**src/design/tbb_pkg.sv**
```systemverilog
// Shared types, constants and helper functions for the threshold bounding box unit.
package tbb_pkg;

   localparam int MAX_DIM     = 4096;
   localparam int COORD_W     = $clog2(MAX_DIM);
   localparam int DIM_W       = COORD_W + 1;
   localparam int PIXEL_W     = 8;
   localparam int CSR_INDEX_W = 3;
   localparam int CSR_DATA_W  = DIM_W;

   typedef logic [COORD_W-1:0] tbb_coord_type;
   typedef logic [DIM_W-1:0]   tbb_dim_type;
   typedef logic [PIXEL_W-1:0] tbb_pixel_type;

   localparam tbb_coord_type COORD_MAX = '1;

   // Register map
   typedef enum logic [CSR_INDEX_W-1:0] {
      CSR_LEVEL_LOW    = 3'd0,
      CSR_LEVEL_HIGH   = 3'd1,
      CSR_MARGIN       = 3'd2,
      CSR_IMAGE_WIDTH  = 3'd3,
      CSR_IMAGE_HEIGHT = 3'd4
   } tbb_csr_index_type;

   typedef struct packed {
      tbb_pixel_type level_low;
      tbb_pixel_type level_high;
      logic [7:0]    margin;
      tbb_dim_type   image_width;
      tbb_dim_type   image_height;
   } tbb_cfg_type;

   localparam tbb_cfg_type CFG_RESET = '{
      level_low:    8'd0,
      level_high:   8'd255,
      margin:       8'd0,
      image_width:  DIM_W'(MAX_DIM),
      image_height: DIM_W'(MAX_DIM)
   };

   typedef struct packed {
      tbb_pixel_type pixel_value;
      logic          frame_end;
   } tbb_req_type;

   typedef struct packed {
      logic [11:0] box_left;
      logic [11:0] box_top;
      logic [12:0] box_width;
      logic [12:0] box_height;
      logic        box_empty;
   } tbb_rsp_type;

   // Extent of the selected pixels; also carried down the result pipe.
   typedef struct packed {
      logic          any_selected;
      tbb_coord_type least_column;
      tbb_coord_type greatest_column;
      tbb_coord_type least_row;
      tbb_coord_type greatest_row;
   } tbb_track_type;

   localparam tbb_track_type TRACK_CLEAR = '{
      any_selected:    1'b0,
      least_column:    '1,
      greatest_column: '0,
      least_row:       '1,
      greatest_row:    '0
   };

   // Last valid index of a dimension; zero acts as one, oversize as MAX_DIM.
   function automatic tbb_coord_type tbb_dim_last(input tbb_dim_type dim);
      tbb_coord_type last;
      if (dim == '0) begin
         last = '0;
      end else if (dim > DIM_W'(MAX_DIM)) begin
         last = COORD_W'(MAX_DIM - 1);
      end else begin
         last = COORD_W'(dim - DIM_W'(1));
      end
      return last;
   endfunction

   function automatic tbb_coord_type tbb_clamp(input tbb_coord_type v,
                                               input tbb_coord_type last);
      return (v > last) ? last : v;
   endfunction

endpackage

```
**src/design/threshold_bounding_box_unit.sv**
```systemverilog
// Top level of the threshold bounding box unit: register file, tracker and result pipeline.
//
// Grayscale pixels enter one beat per ready clock in raster order on the req_ channel; the
// unit counts column and row itself against image_width and keeps the least and
// greatest column and row of every pixel whose value lies in [level_low, level_high].
// The beat flagged frame_end is examined like any other, then closes the frame: its
// extent is snapshotted, the tracker clears for the next frame, and one rsp_ beat
// follows with the box widened by margin and clamped to the image (or box_empty set
// and an all-zero box). Sustained rate is one pixel per clock, set by the per-pixel
// compare and min/max update in the tracker, when rsp_ready does not hold the result pipe;
// frame ends may also come back to back. A result passes through the snapshot, clamp,
// margin and output registers to rsp_, and is held there while rsp_ready is low.
// Registers are written on the csr_ channel, always ready, and should be changed
// only while no result is pending. A width or height of 0 acts as 1, above 4096 as 4096.
module threshold_bounding_box_unit (
   input  logic                            clock,
   input  logic                            reset,
   // pixel beats
   input  logic                            req_valid,
   output logic                            req_ready,
   input  tbb_pkg::tbb_req_type            req_data,
   // box beats
   output logic                            rsp_valid,
   input  logic                            rsp_ready,
   output tbb_pkg::tbb_rsp_type            rsp_data,
   // register writes
   input  logic                            csr_valid,
   output logic                            csr_ready,
   input  logic [tbb_pkg::CSR_INDEX_W-1:0] csr_index,
   input  logic [tbb_pkg::CSR_DATA_W-1:0]  csr_wdata
);
   import tbb_pkg::*;

   tbb_cfg_type   cfg;
   logic          snap_valid;
   logic          snap_ready;
   tbb_track_type snap_data;

   tbb_csr u_csr (
      .clock     (clock),
      .reset     (reset),
      .csr_valid (csr_valid),
      .csr_ready (csr_ready),
      .csr_index (csr_index),
      .csr_wdata (csr_wdata),
      .cfg       (cfg)
   );

   // per-pixel position and extent tracking
   tbb_tracker u_tracker (
      .clock      (clock),
      .reset      (reset),
      .cfg        (cfg),
      .req_valid  (req_valid),
      .req_ready  (req_ready),
      .req_data   (req_data),
      .snap_valid (snap_valid),
      .snap_ready (snap_ready),
      .snap_data  (snap_data)
   );

   // frame-end extent to box, with output register toward rsp_
   tbb_box_calc u_box_calc (
      .clock     (clock),
      .reset     (reset),
      .cfg       (cfg),
      .in_valid  (snap_valid),
      .in_ready  (snap_ready),
      .in_data   (snap_data),
      .rsp_valid (rsp_valid),
      .rsp_ready (rsp_ready),
      .rsp_data  (rsp_data)
   );

   // non-empty box always has a size
   assert property (@(posedge clock) disable iff (reset)
      rsp_valid && !rsp_data.box_empty |->
         rsp_data.box_width != 13'd0 && rsp_data.box_height != 13'd0)
      else $error("non-empty box with zero size");

   // empty result carries an all-zero box
   assert property (@(posedge clock) disable iff (reset)
      rsp_valid && rsp_data.box_empty |->
         rsp_data.box_left == 12'd0 && rsp_data.box_top == 12'd0 &&
         rsp_data.box_width == 13'd0 && rsp_data.box_height == 13'd0)
      else $error("empty result with nonzero box");

   // box stays inside the image
   assert property (@(posedge clock) disable iff (reset)
      rsp_valid && !rsp_data.box_empty |->
         14'(rsp_data.box_left) + 14'(rsp_data.box_width) <=
            14'(tbb_dim_last(cfg.image_width)) + 14'd1 &&
         14'(rsp_data.box_top) + 14'(rsp_data.box_height) <=
            14'(tbb_dim_last(cfg.image_height)) + 14'd1)
      else $error("box extends past the image");

endmodule

```
**src/design/tbb_csr.sv**
```systemverilog
// Configuration register file for the threshold bounding box unit.
module tbb_csr (
   input  logic                            clock,
   input  logic                            reset,
   input  logic                            csr_valid,
   output logic                            csr_ready,
   input  logic [tbb_pkg::CSR_INDEX_W-1:0] csr_index,
   input  logic [tbb_pkg::CSR_DATA_W-1:0]  csr_wdata,
   output tbb_pkg::tbb_cfg_type            cfg
);
   import tbb_pkg::*;

   tbb_cfg_type cfg_ff;
   tbb_cfg_type cfg_in;

   assign csr_ready = 1'b1;
   assign cfg       = cfg_ff;

   always_comb begin
      cfg_in = cfg_ff;
      if (csr_valid) begin
         case (csr_index)
            CSR_LEVEL_LOW:    cfg_in.level_low    = csr_wdata[PIXEL_W-1:0];
            CSR_LEVEL_HIGH:   cfg_in.level_high   = csr_wdata[PIXEL_W-1:0];
            CSR_MARGIN:       cfg_in.margin       = csr_wdata[7:0];
            CSR_IMAGE_WIDTH:  cfg_in.image_width  = csr_wdata[DIM_W-1:0];
            CSR_IMAGE_HEIGHT: cfg_in.image_height = csr_wdata[DIM_W-1:0];
            default:          cfg_in = cfg_ff;
         endcase
      end
   end

   always_ff @(posedge clock) begin
      if (reset) begin
         cfg_ff <= CFG_RESET;
      end else begin
         cfg_ff <= cfg_in;
      end
   end

endmodule

```
**src/design/tbb_tracker.sv**
```systemverilog
// Raster position counters and extent tracking; snapshots the extent at frame end.
module tbb_tracker (
   input  logic                   clock,
   input  logic                   reset,
   input  tbb_pkg::tbb_cfg_type   cfg,
   input  logic                   req_valid,
   output logic                   req_ready,
   input  tbb_pkg::tbb_req_type   req_data,
   output logic                   snap_valid,
   input  logic                   snap_ready,
   output tbb_pkg::tbb_track_type snap_data
);
   import tbb_pkg::*;

   tbb_coord_type col_ff, col_in;
   tbb_coord_type row_ff, row_in;
   tbb_track_type track_ff, track_in;
   tbb_track_type snap_ff, snap_in;
   logic          snap_valid_ff, snap_valid_in;

   tbb_coord_type w_last;
   tbb_coord_type x;
   logic          sel;
   logic          snap_free;
   logic          accept;
   tbb_track_type track_upd;

   assign snap_free  = !snap_valid_ff || snap_ready;
   assign req_ready  = snap_free;
   assign accept     = req_valid && snap_free;
   assign snap_valid = snap_valid_ff;
   assign snap_data  = snap_ff;

   always_comb begin
      w_last = tbb_dim_last(cfg.image_width);
      // column past a shrunken width is taken as column 0 of the current row
      x   = (col_ff > w_last) ? '0 : col_ff;
      sel = (req_data.pixel_value >= cfg.level_low) &&
            (req_data.pixel_value <= cfg.level_high);

      track_upd = track_ff;
      if (sel) begin
         if (!track_ff.any_selected || x < track_ff.least_column)
            track_upd.least_column = x;
         if (!track_ff.any_selected || x > track_ff.greatest_column)
            track_upd.greatest_column = x;
         if (!track_ff.any_selected || row_ff < track_ff.least_row)
            track_upd.least_row = row_ff;
         if (!track_ff.any_selected || row_ff > track_ff.greatest_row)
            track_upd.greatest_row = row_ff;
         track_upd.any_selected = 1'b1;
      end

      col_in        = col_ff;
      row_in        = row_ff;
      track_in      = track_ff;
      snap_in       = snap_ff;
      snap_valid_in = snap_valid_ff && !snap_ready;

      if (accept) begin
         if (!req_data.frame_end) begin
            track_in = track_upd;
            if (x >= w_last) begin
               col_in = '0;
               row_in = (row_ff < COORD_MAX) ? row_ff + COORD_W'(1) : row_ff;
            end else begin
               col_in = x + COORD_W'(1);
            end
         end else begin
            col_in        = '0;
            row_in        = '0;
            track_in      = TRACK_CLEAR;
            snap_in       = track_upd;
            snap_valid_in = 1'b1;
         end
      end
   end

   always_ff @(posedge clock) begin
      if (reset) begin
         col_ff        <= '0;
         row_ff        <= '0;
         track_ff      <= TRACK_CLEAR;
         snap_valid_ff <= 1'b0;
      end else begin
         col_ff        <= col_in;
         row_ff        <= row_in;
         track_ff      <= track_in;
         snap_valid_ff <= snap_valid_in;
      end
   end

   always_ff @(posedge clock) begin
      snap_ff <= snap_in;
   end

endmodule

```
**src/design/tbb_box_calc.sv**
```systemverilog
// Result pipeline: clamp to image, apply margin, form box and hold it for the consumer.
module tbb_box_calc (
   input  logic                   clock,
   input  logic                   reset,
   input  tbb_pkg::tbb_cfg_type   cfg,
   input  logic                   in_valid,
   output logic                   in_ready,
   input  tbb_pkg::tbb_track_type in_data,
   output logic                   rsp_valid,
   input  logic                   rsp_ready,
   output tbb_pkg::tbb_rsp_type   rsp_data
);
   import tbb_pkg::*;

   tbb_track_type clamp_ff, clamp_in;
   tbb_track_type marg_ff, marg_in;
   tbb_rsp_type   rsp_ff, rsp_in;
   logic          b_valid_ff, b_valid_in;
   logic          c_valid_ff, c_valid_in;
   logic          out_valid_ff, out_valid_in;

   logic          out_free, c_free, b_free;
   tbb_coord_type w_last, h_last;
   tbb_coord_type m;
   tbb_dim_type   x1_sum, y1_sum;

   assign out_free  = !out_valid_ff || rsp_ready;
   assign c_free    = !c_valid_ff || out_free;
   assign b_free    = !b_valid_ff || c_free;
   assign in_ready  = b_free;
   assign rsp_valid = out_valid_ff;
   assign rsp_data  = rsp_ff;

   always_comb begin
      w_last = tbb_dim_last(cfg.image_width);
      h_last = tbb_dim_last(cfg.image_height);
      m      = COORD_W'(cfg.margin);

      // clamp kept extent to the image
      clamp_in                 = in_data;
      clamp_in.least_column    = tbb_clamp(in_data.least_column, w_last);
      clamp_in.greatest_column = tbb_clamp(in_data.greatest_column, w_last);
      clamp_in.least_row       = tbb_clamp(in_data.least_row, h_last);
      clamp_in.greatest_row    = tbb_clamp(in_data.greatest_row, h_last);

      // widen by margin, saturate at the image edges
      marg_in              = clamp_ff;
      marg_in.least_column = (clamp_ff.least_column > m) ?
                             clamp_ff.least_column - m : '0;
      marg_in.least_row    = (clamp_ff.least_row > m) ?
                             clamp_ff.least_row - m : '0;
      x1_sum = DIM_W'(clamp_ff.greatest_column) + DIM_W'(m);
      y1_sum = DIM_W'(clamp_ff.greatest_row) + DIM_W'(m);
      marg_in.greatest_column = (x1_sum > DIM_W'(w_last)) ? w_last : x1_sum[COORD_W-1:0];
      marg_in.greatest_row    = (y1_sum > DIM_W'(h_last)) ? h_last : y1_sum[COORD_W-1:0];

      if (!marg_ff.any_selected) begin
         rsp_in           = '0;
         rsp_in.box_empty = 1'b1;
      end else begin
         rsp_in.box_left   = 12'(marg_ff.least_column);
         rsp_in.box_top    = 12'(marg_ff.least_row);
         rsp_in.box_width  = 13'(DIM_W'(marg_ff.greatest_column) -
                                 DIM_W'(marg_ff.least_column) + DIM_W'(1));
         rsp_in.box_height = 13'(DIM_W'(marg_ff.greatest_row) -
                                 DIM_W'(marg_ff.least_row) + DIM_W'(1));
         rsp_in.box_empty  = 1'b0;
      end

      b_valid_in   = b_free   ? in_valid   : b_valid_ff;
      c_valid_in   = c_free   ? b_valid_ff : c_valid_ff;
      out_valid_in = out_free ? c_valid_ff : out_valid_ff;
   end

   always_ff @(posedge clock) begin
      if (reset) begin
         b_valid_ff   <= 1'b0;
         c_valid_ff   <= 1'b0;
         out_valid_ff <= 1'b0;
      end else begin
         b_valid_ff   <= b_valid_in;
         c_valid_ff   <= c_valid_in;
         out_valid_ff <= out_valid_in;
      end
   end

   always_ff @(posedge clock) begin
      if (b_free)   clamp_ff <= clamp_in;
      if (c_free)   marg_ff  <= marg_in;
      if (out_free) rsp_ff   <= rsp_in;
   end

endmodule

```
**config.mk**
```make
export PLATFORM = sky130hd
export DESIGN_NAME = threshold_bounding_box_unit
export DESIGN_NICKNAME = d
export VERILOG_FILES = /design/src/design/tbb_pkg.sv /design/src/design/threshold_bounding_box_unit.sv /design/src/design/tbb_csr.sv /design/src/design/tbb_tracker.sv /design/src/design/tbb_box_calc.sv
export SDC_FILE = /design/constraint.sdc
export NUM_CORES = 1
export LEC_CHECK = 0
export BUFFER_PORTS_ARGS = -buffer_cell sky130_fd_sc_hd__buf_2
export CAP_MARGIN = 20
export CORE_ASPECT_RATIO = 1.4
export CORE_UTILIZATION = 57
export DETAILED_ROUTE_END_ITERATION = 10
export PLACE_DENSITY = 0.85
export REMOVE_ABC_BUFFERS = 1
export SLEW_MARGIN = 30
export SYNTH_ARGS = -nofsm -noshare
export SYNTH_HDL_FRONTEND = slang
export SYNTH_HIERARCHICAL = 1
export SYNTH_SLANG_ARGS = --single-unit
```
**constraint.sdc**
```tcl
create_clock -name clock -period 6.05 [get_ports clock]
set_clock_uncertainty 0.2 [all_clocks]
set_input_delay 0.3025 -clock clock [delete_from_list [all_inputs] [get_ports clock]]
set_output_delay 0.3025 -clock clock [all_outputs]
set_load 0.01 [all_outputs]
```
# Word-level counts from Yosys, hierarchy flattened
# Index checks and enable logic that the tools add are counted.
# word_totals
input_bits	30
latchBits	0
romBits	0
mem_count	0
out_inout_bits	54
regBits	325
ramBits	0
# op_classes
mux	25
bitwise_logic	0
shifts	0
n_div	0
n_mul	0
order_cmp	19
reduce_logical	29
n_addsub	12
eq_ne	4
# op_table
cell	n
2-to-1 mux 12 bit	20
2-to-1 mux 49 bit	2
greater-than comparator 12 bit	7
adder 12 x 8 -> 13 bit	2
adder 13 x 1 -> 13 bit, second input constant	2
greater-than comparator 13 x 12 -> 1 bit	2
greater-than comparator 13 bit, second input constant	2
zero test 13 bit	2
subtractor 12 x 12 -> 13 bit	2
adder 12 x 1 -> 12 bit, second input constant	2
greater-than comparator 12 x 8 -> 1 bit	2
< comparator 12 bit	2
subtractor 12 x 1 -> 12 bit, second input constant	2
subtractor 12 x 8 -> 12 bit	2
>= comparator 12 bit	1
< comparator 12 bit, second input constant	1
AND reduction 2 bit	6
>= comparator 8 bit	1
less-or-equal comparator 8 bit	1
logical OR 1 bit	8
== test 3 x 2 -> 1 bit, second input constant	2
zero test 1 bit	6
nonzero test 2 bit	2
== test 3 x 1 -> 1 bit, second input constant	1
other kinds (5)	9

# Logic depth before layout (Yosys ltp)
# Gate-level depths: netlist of run 1.
# logic_depth
depth_word	10
depth_mapped	26
mapped_depth_nobuf	23

# Cells and area by module
# The synthesis of run 1 kept the hierarchy.
# modules_own_cells
module	n_inst	area_each_um2	cells_per_inst
tbb_box_calc	1	11173.2	1025
tbb_tracker	1	7653.6	876
tbb_csr	1	2049.5	194

# Worst setup path before layout of run 1
# Ideal clock, no wire load.
# synth_path
kind	reg2reg
startpoint	register u_csr.cfg_ff, in the netlist u_csr/cfg[13]
endpoint	register u_tracker.col_ff[4]
arrival_time_ns	5.820
synth_period_minus_slack_ns	6.095
stages_incl_launch_ff	27
slack_ns	-0.045
n_path_buf	4
required_ns	5.776
path_cell_list	dfxtp_1 > inv_1 > ha_1 > nand2_1 > or3_4 > or4_4 > or4_4 > buf_6 > o21a_4 > a221oi_2 > ha_1 > a21oi_1 > o21a_1 > o211a_1 > a221o_1 > clkbuf_1 > and2_1 > clkbuf_1 > ha_1 > a211oi_1 > o21ai_0 > a31o_2 > or2_0 > clkbuf_1 > nand2b_1 > or4_1 > a31oi_1
# synth_between
elab_chain_len	8
elab_cells_between_ends	11
cone_classes	2 x add/sub; 3 x order compare; 5 x mux; 1 x reduce/logical
# synth_lines
item	line_no	rtl
start: declaration	tbb_csr.sv:13	tbb_cfg_type cfg_ff;
start signal: assignment	tbb_csr.sv:37	cfg_ff <= cfg_in;
subtractor 12 x 1 -> 12 bit / greater-than comparator 13 bit (equally long branches)	tbb_pkg.sv:80, tbb_pkg.sv:77	
2-to-1 mux 12 bit	tbb_pkg.sv:77	end else if (dim > DIM_W'(MAX_DIM)) begin
2-to-1 mux 12 bit (*)	tbb_pkg.sv:75	if (dim == '0) begin
greater-than comparator 12 bit	tbb_tracker.sv:37	x = (col_ff > w_last) ? '0 : col_ff;
2-to-1 mux 12 bit	tbb_tracker.sv:37	
adder 12 x 1 -> 12 bit / >= comparator 12 bit (equally long branches)	tbb_tracker.sv:67, tbb_tracker.sv:63	
2-to-1 mux 12 bit (*)	tbb_tracker.sv:63	if (x >= w_last) begin
2-to-1 mux 12 bit (*)	tbb_tracker.sv:61	if (!req_data.frame_end) begin
end signal: assignment	tbb_tracker.sv:86	col_ff <= col_in;
end: declaration	tbb_tracker.sv:15	tbb_coord_type col_ff, col_in;
# Every way passes the cells marked *; elsewhere a longest branch is shown, timed or not.
# A chain may end at the register's enable or synchronous reset.

==> results of run 1 <==
[cells by family (layout without fill, tap and decap cells)]
group / Yosys count / in the layout / share of synthesized area
AND/OR/NAND/NOR: 642 / 643 / 0.157
adder cells (fa/ha/maj): 249 / 249 / 0.151
AO/OA/AOI/OAI: 392 / 393 / 0.120
XOR/XNOR: 73 / 73 / 0.0306
multiplexers: 161 / 161 / 0.0847
other: 1 / 1 / 0.000180
buffers and inverters: 252 / 391 / 0.0489
flip-flops: 325 / 325 / 0.407
[repair_timing]
action                     4_1_cts  5_1_grt
setup endpoints to repair       16       57
buffers inserted                 0       16
pin swaps                        0       26
hold buffers                    23        0
hold endpoints to repair        24        0
gates cloned                     0        5
resized for setup                2       82
[path summary, 6_finish.rpt]
kind	startpoint	end	depth (start not counted)	slack (ns)
worst max-delay path	u_csr/cfg[14]$_SDFFE_PP0P_	u_tracker/snap_data[45]$_DFFE_PP_	22	-0.14
worst min-delay path	csr_index[1]	u_csr/cfg[44]$_SDFFE_PP0P_	3	0.04
worst max register to register	u_csr/cfg[14]$_SDFFE_PP0P_	u_tracker/snap_data[45]$_DFFE_PP_	22	-0.14
worst min register to register	u_box_calc/clamp_ff[48]$_DFFE_PP_	u_box_calc/marg_ff[48]$_DFFE_PP_	0	0.22
[state kept, by name, indices dropped and copies added, names as in the netlist]
name,count
u_box_calc/b_valid_ff,1
u_box_calc/c_valid_ff,1
u_box_calc/clamp_ff,49
u_box_calc/marg_ff,49
u_box_calc/rsp_data,51
u_box_calc/rsp_valid,1
u_csr/cfg,50
u_tracker/col_ff,12
u_tracker/row_ff,12
u_tracker/snap_data,49
u_tracker/snap_valid,1
u_tracker/track_ff,49
[per-stage QoR]
| stage | power [W] | worst slack (ns) | area, um^2 |
|---|---|---|---|
| finish | 0.00717 | -0.135 | 23700 |
| global route | 0.00755 | -0.279 | 23700 |
| CTS | 0.00710 | 0.0728 | 23100 |
| detailed placement | 0.00515 | -0.128 | 21800 |
| global placement | 0.00501 | 0.101 | 21800 |
| floorplan | 0.00453 | -0.222 | 20500 |
[layer usage]
metal / track usage / vias up / wire length (um)
met4: 0.181 / 0 / 3620
met3: 0.0254 / 198 / 2450
met1: 0.304 / 7837 / 20100
met2: 0.477 / 652 / 26000
met5: 0 / - / 0
li1: - / 7795 / -
[power by group]
part | internal [W] | total, W | switching, W
registers | 0.00274 | 0.00286 | 0.000121
clock network | 0.00104 | 0.00190 | 0.000863
logic | 0.00105 | 0.00241 | 0.00136
total | 0.00482 | 0.00717 | 0.00235
[layout by cell type, fill, tap and decap left out, types with 8 or more instances in the layout]
master / n
sky130_fd_sc_hd__dfxtp_1: 125
sky130_fd_sc_hd__mux2_4: 12
sky130_fd_sc_hd__o21a_1: 21
sky130_fd_sc_hd__o21ai_1: 11
sky130_fd_sc_hd__mux2_2: 84
sky130_fd_sc_hd__a21oi_2: 20
sky130_fd_sc_hd__or4_1: 8
sky130_fd_sc_hd__nand4_1: 34
sky130_fd_sc_hd__nor3_1: 54
sky130_fd_sc_hd__nor4_1: 8
sky130_fd_sc_hd__edfxtp_1: 198
sky130_fd_sc_hd__a31oi_1: 16
sky130_fd_sc_hd__a21o_1: 24
sky130_fd_sc_hd__ha_1: 228
sky130_fd_sc_hd__or3_1: 8
sky130_fd_sc_hd__inv_1: 161
sky130_fd_sc_hd__nand3_1: 75
sky130_fd_sc_hd__a21oi_1: 98
sky130_fd_sc_hd__and2_1: 14
sky130_fd_sc_hd__dlygate4sd3_1: 23
sky130_fd_sc_hd__ha_4: 14
sky130_fd_sc_hd__and2_4: 9
sky130_fd_sc_hd__nand2b_1: 68
sky130_fd_sc_hd__a211oi_1: 24
sky130_fd_sc_hd__nor2_1: 153
sky130_fd_sc_hd__nand2_1: 123
sky130_fd_sc_hd__o211ai_1: 14
sky130_fd_sc_hd__nor2b_1: 20
sky130_fd_sc_hd__o21ai_0: 95
sky130_fd_sc_hd__clkbuf_16: 36
sky130_fd_sc_hd__mux2i_1: 65
sky130_fd_sc_hd__buf_2: 82
sky130_fd_sc_hd__xnor2_1: 48
sky130_fd_sc_hd__buf_4: 54
sky130_fd_sc_hd__xor2_1: 25
[critical path: cells and delay by family (launching register included)]
| family | cells | cell delay [ns] |
|---|---|---|
| AOI/OAI and AO/OA | 8 | 2.09 |
| and+or+nand+nor | 8 | 2.21 |
| adders and majority gates | 3 | 0.56 |
| DFF | 1 | 0.32 |
| muxes | 1 | 0.32 |
| buffers and inverters | 2 | 0.22 |
[final cells by class]
type / count / share of cell area
Sequential cell: 325 / 0.358
Multi-Input combinational cell: 1520 / 0.498
Clock buffer: 41 / 0.0374
Clock inverter: 15 / 0.00517
Tap cell: 462 / 0.0244
Inverter: 167 / 0.0266
Timing Repair Buffer: 168 / 0.0506
==> reports/qor.txt, run 1 <==
======================================================================================
Largest area contributor in the synthesized netlist ..................... sky130_fd_sc_hd__edfxtp_1
Weighted congestion reported at the end of routability-driven placement .        0.967
Non-filler instance count after layout ..................................         2698
Root buf cell ........................................................... sky130_fd_sc_hd__clkbuf_16
Gate count of the mapped netlist ........................................         2095
Layout cell share with drive strength beyond 1 ..........................        0.179
Total standard cell area after synthesis ................................   20900 um^2
Number of different library cells in the post-synthesis netlist .........           87
Worst endpoint data arrival time ........................................      6.32 ns
Maximum number of pins on one net before global-route repair ............          106
Multi-input gate area in the final layout ...............................   11800 um^2
Number of vias in the routed layout .....................................        16500
Top post-synthesis cells by area ........................................ sky130_fd_sc_hd__edfxtp_1, sky130_fd_sc_hd__ha_1, sky130_fd_sc_hd__dfxtp_1
Detailed-placement wirelength estimate ..................................      37.9 mm
Slew Limit Fails ........................................................            0
Proportion of synthesized chip area in sequential cells .................        0.407
Standby leakage power ...................................................      10.3 nW
Average routed wire per standard cell ...................................      19.4 um
Highest attainable clock frequency ......................................      162 MHz
Routed Wire Length ......................................................      52.2 mm
Number of hold violations in the final report ...........................            0
Number of global-route vias before repair ...............................        16000
Top flip-flop cell by instance count after synthesis .................... sky130_fd_sc_hd__edfxtp_1
CP required .............................................................      6.18 ns
Final cycle utilization of the critical path ............................         1.02
Iteration-0 DRC Markers .................................................         1477
ANT cells ...............................................................            0
Effective utilization at floorplan ......................................        0.581
Deepest clock path buffer count .........................................            3
Number of violations of the max-capacitance limit .......................            0
Power density relative to cell area .....................................  303 nW/um^2
Standard-cell rows ......................................................           82
Footprint of the flip-flops and latches .................................    8490 um^2
Number of synthesis warnings ............................................            6
Hold Worst Slack ........................................................    0.0422 ns
Area growth from synthesis to layout ....................................        13.5%
Critical path class ..................................................... flop to flop
Setup total negative slack ..............................................     -1.30 ns
Total clock buffers created by CTS ......................................           30
DRC violations left .....................................................            0
Placeable core region ...................................................   35900 um^2
Startpoint class of the critical path ...................................         flop
Cell Chain, Critical Path ............................................... inv_2 > ha_4 > nand2_2 > or3_4 > or4_4 > or4_4 > buf_8 > a221oi_4 > ha_4 > a21oi_1 > o21a_2 > o211a_4 > a221o_1 > and2_0 > ha_1 > a211oi_2 > nor2_1 > o21ai_1 > nand3_2 > a41oi_4 > nand2_4 > mux2_4
Number of setup violations in the final report ..........................           13
Most common cell in the synthesized netlist ............................. sky130_fd_sc_hd__ha_1
Proportion of synthesized flip-flops having asynchronous set or reset ...            0
Post-Syn Area per Cell ..................................................    9.96 um^2
Area share of the leading cell type in the synthesized netlist ..........        0.285
Minimum clock period ....................................................      6.19 ns
Net count of the finished layout ........................................         2491
Filler cell count .......................................................         2586
Post-synth EDFFs ........................................................          198
Chip Height .............................................................       228 um
CTS tree ................................................................         done
Clock-pin slew on the worst setup and hold paths ........................      0.07 ns
Total global-route track usage ..........................................        0.270
Final standard cell utilization of the core .............................        0.660
First-pass GRT wire length ..............................................      80.6 mm
Clock Latency Late Sink .................................................      0.60 ns
Critical Path Sink Type .................................................         flop
Maximum fanout along the worst path .....................................            6
Critical Path Max Stage Delay ...........................................      0.58 ns
Remaining antenna violation count .......................................            0
Actual transition at the worst max-transition pin .......................      1.02 ns
Setup WS post-layout ....................................................    -0.135 ns
IO Port Bufs ............................................................           82
First-pass iteration count of the detailed router .......................            5
Violated checks ......................................................... negative setup slack
Flip-flop and latch count after synthesis ...............................          325
Number of antenna violations at the first check in global routing .......            0
Inst Count DP ...........................................................         2598
Min-Delay Path Class .................................................... input port to flop
Cell with the largest stage delay on the worst path ..................... sky130_fd_sc_hd__or4_4
Relative slew slack .....................................................        0.315
Detailed-route vias per instance ........................................         6.11
Die Wd ..................................................................       164 um
VDD IR max ..............................................................     0.290 mV
Remaining global-route overflow .........................................            0
Total die area ..........................................................   37400 um^2
Deepest level of the CTS H-tree .........................................            1
Sinks on Clock Net ......................................................          325
Most instantiated cells after synthesis ................................. sky130_fd_sc_hd__ha_1, sky130_fd_sc_hd__edfxtp_1, sky130_fd_sc_hd__inv_1
Number of top-level design ports ........................................           84
Status .................................................................. complete, but fails checks
======================================================================================
Power figures use the tool's default switching activity.
==> inputs of run 2 (changes only) <==
CAP_MARGIN = 25   (was 20)
CORE_UTILIZATION = 63   (was 57)
PLACE_DENSITY = 0.89   (was 0.85)
clock period = 6.4 ns   (was 6.05 ns; I/O delays follow)
==> run 2 against run 1 <==
  * The flow now finishes without violations
  * Wire length decreased by 2.0%
  * First-iteration DRC count decreased by 20%
  * Die area decreased by 9.4%
  * Sequential share of layout area increased by 0.85 points
  * Fmax increased by 1.4%
  * Critical path depth unchanged
  * Power decreased by 3.0%
  * Worst hold slack got worse by 0.026 ns
  * Clock power increased by 7%
  * Largest cell class unchanged
==> reports/qor.txt, run 2 (synthesis gave the netlist of run 1 again) <==
======================================================================================
Standby leakage power ...................................................      10.2 nW   -1.3%
Cell with the largest stage delay on the worst path ..................... sky130_fd_sc_hd__or4_4
Startpoint class of the critical path ...................................         flop
Number of hold violations in the final report ...........................            0   unchanged
Standard-cell rows ......................................................           78   -4.9%
Remaining global-route overflow .........................................            0   unchanged
Capture point of the critical path ...................................... u_tracker/snap_data[41]$_DFFE_PP_
Number of top-level design ports ........................................           84   unchanged
Detailed-route vias per instance ........................................         6.16   +0.91%
Hold Worst Slack ........................................................    0.0164 ns   -0.0258 ns
Flip-flop count of the largest register after layout ....................           51   unchanged
Relative slew slack .....................................................        0.303   -0.0119
Average routed wire per standard cell ...................................      19.3 um   about the same
Effective utilization at floorplan ......................................        0.642   +0.0610
Number of vias in the routed layout .....................................        16300   -1.0%
Startpoint of the lowest-slack register-to-register path ................ u_csr/cfg[14]$_SDFFE_PP0P_
Share of power burned in combinational logic ............................        0.320   -0.016
Root buf cell ........................................................... sky130_fd_sc_hd__clkbuf_16
CTS tree ................................................................         done
Internal Dissipation ....................................................    0.00469 W   -2.7%
Switching Share .........................................................        0.325   -0.00213
Top library cells by usage in the layout, fill and taps aside ........... sky130_fd_sc_hd__ha_1, sky130_fd_sc_hd__edfxtp_1, sky130_fd_sc_hd__inv_1
Layout cell share with drive strength beyond 1 ..........................        0.153   -0.0266
ANT cells ...............................................................            0   unchanged
Endpoint of the lowest-slack register-to-register path .................. u_tracker/snap_data[41]$_DFFE_PP_
Critical Path Max Stage Delay ...........................................      0.58 ns   about the same
VDD IR max ..............................................................     0.223 mV   -23%
Most used cell, CP ...................................................... sky130_fd_sc_hd__ha_1
Power density relative to cell area .....................................  301 nW/um^2   -0.69%
Routed Wire Length ......................................................      51.2 mm   -2.0%
Slew Limit Fails ........................................................            0   unchanged
First-pass iteration count of the detailed router .......................            7   +2
Final cycle utilization of the critical path ............................        0.953   -0.0695
Critical Path Sink Type .................................................         flop
Sequential cell fraction of total power .................................        0.389   -0.010
Highest attainable clock frequency ......................................      164 MHz   +1.4%
Clock-pin slew on the worst setup and hold paths ........................      0.07 ns   about the same
Detailed-placement wirelength estimate ..................................      37.9 mm   about the same
Net switching power figure ..............................................    0.00226 W   -3.6%
Clock Latency Late Sink .................................................      0.60 ns   about the same
DRC violations left .....................................................            0   unchanged
Iteration-0 DRC Markers .................................................         1187   -20%
Placeable core region ...................................................   32500 um^2   -9.5%
Total global-route track usage ..........................................        0.302   +0.0317
Sinks on Clock Net ......................................................          325   unchanged
Worst hold path startpoint .............................................. csr_wdata[11]
Met1 routed wirelength after detailed routing ...........................      19.8 mm   -1.6%
Cell type group with the largest total delay on the critical path ....... simple AND/OR/NAND/NOR gates
Minimum clock period ....................................................      6.10 ns   -0.0873 ns
First-pass GRT wire length ..............................................      81.4 mm   +1.1%
Deepest level of the CTS H-tree .........................................            1   unchanged
Cell Chain, Critical Path ............................................... inv_1 > ha_1 > nand2_1 > or3_4 > or4_4 > or4_4 > o21a_4 > a221oi_4 > ha_1 > a21oi_1 > o21a_1 > o211a_1 > a221o_2 > and2_0 > ha_1 > a211oi_1 > nor2_1 > o21ai_0 > nand3_1 > a41oi_2 > nand2_2 > mux2_2
Number of setup violations in the final report ..........................            0   -13
CP required .............................................................      6.53 ns   +0.35 ns
Maximum number of pins on one net before global-route repair ............           62   -42%
Net count of the finished layout ........................................         2460   -1.2%
Critical path class ..................................................... flop to flop
Total clock buffers created by CTS ......................................           31   +3.3%
Uppermost layer routed ..................................................         met4
CP startpoint ........................................................... u_csr/cfg[14]$_SDFFE_PP0P_
Critical path depth .....................................................           22   unchanged
Minimum setup slack among reg-to-reg paths ..............................      0.30 ns   +0.44 ns
Weighted congestion reported at the end of routability-driven placement .        0.969   +0.22%
Most common cell after layout, fill and taps aside ...................... sky130_fd_sc_hd__ha_1
Number of antenna violations at the first check in global routing .......            0   unchanged
Worst endpoint data arrival time ........................................      6.22 ns   -0.10 ns
Area growth from synthesis to layout ....................................        10.9%
Detailed route wirelength on metal3 .....................................      2.18 mm   -11%
Final standard cell utilization of the core .............................        0.712   +0.0523
Die Wd ..................................................................       156 um   -4.8%
Chip Height .............................................................       217 um   -4.8%
Crit path buffers/inverters .............................................            1   -1
Actual transition at the worst max-transition pin .......................      1.03 ns   +0.0106 ns
Number of cells traversed by the worst register-to-register path ........           22   unchanged
Min-Delay Path Class .................................................... input port to flop
Status .................................................................. finished, final reports clean
Routed wire length on met2 ..............................................      26.1 mm   +0.19%
Total die area ..........................................................   33900 um^2   -9.4%
Maximum fanout along the worst path .....................................            8   +2
Number of global-route vias before repair ...............................        16400   +2.7%
Clock network fraction of design power ..................................        0.292   +0.027
IO Port Bufs ............................................................           82   unchanged
Deepest clock path buffer count .........................................            3   unchanged
Number of violations of the max-capacitance limit .......................            0   unchanged
Remaining antenna violation count .......................................            0   unchanged
======================================================================================
## run 2: worst min path at each step
| stage | end | slack (ns) | cells after the start |
|---|---|---|---|
| after floorplan | u_tracker/col_ff[0]$_SDFFE_PP0P_ | 0.19 | 1 |
| final | u_csr/cfg[11]$_SDFFE_PP0P_ | 0.02 | 3 |
| after global placement | u_box_calc/marg_ff[48]$_DFFE_PP_ | 0.21 | 0 |
| after CTS | u_csr/cfg[22]$_SDFFE_PP0P_ | 0.008 | 3 |
| after detailed placement | u_box_calc/marg_ff[48]$_DFFE_PP_ | 0.21 | 0 |
| after global routing | u_csr/cfg[22]$_SDFFE_PP0P_ | 0.02 | 3 |
## run 2: power by group through the flow
stage,sequential (W),clock [W],combinational [W]
finish,0.00270,0.00203,0.00222
global route,0.00273,0.00211,0.00245
CTS,0.00270,0.00205,0.00217
detailed placement,0.00274,0,0.00212
global placement,0.00273,0,0.00200
floorplan,0.00278,0,0.00151
## run 2: worst reg2reg max path, delay by kind of cell (launching register included)
| family | cells | cell delay (ns) |
|---|---|---|
| buffers and inverters | 1 | 0.07 |
| adders and majority gates | 3 | 0.70 |
| AOI/OAI and AO/OA | 9 | 2.03 |
| and+or+nand+nor | 8 | 2.18 |
| muxes | 1 | 0.33 |
| DFF | 1 | 0.36 |
## run 2: area by class of cell
cell class | count | area (um^2)
clock buffers | 31 | 776
well taps | 440 | 551
repair buffers | 136 | 886
fillers | 2218 | 9350
flip-flops and latches | 325 | 8490
clock inverters | 27 | 360
multi-input cells | 1520 | 11500
inverters | 167 | 628
## run 2: per-stage QoR
stage,worst slack [ns],instance area [um^2],total power (W),setup TNS (ns),instances
finish,0.302,23200,0.00696,0,2646
global placement,0.211,21700,0.00473,0,2562
CTS,0.0163,23000,0.00692,0,2638
detailed placement,0.0298,21700,0.00486,0,2562
global route,-0.00379,23200,0.00730,-0.00379,2646
floorplan,0.128,20500,0.00428,0,2010
## run 2: repair_timing
item | in CTS | in global routing
hold buffers | 18 | 0
setup buffers | 0 | 6
endpoints found under the setup margin | 4 | 47
cloned | 0 | 2
pin swaps | 0 | 5
hold endpoints to repair | 16 | 0
resized for setup | 1 | 11
## run 2: routing by layer
| layer | vias up | GRT usage |
|---|---|---|
| met5 | - | 0 |
| met4 | 0 | 0.183 |
| met3 | 192 | 0.0321 |
| met2 | 566 | 0.554 |
| met1 | 7821 | 0.331 |
| li1 | 7733 | - |
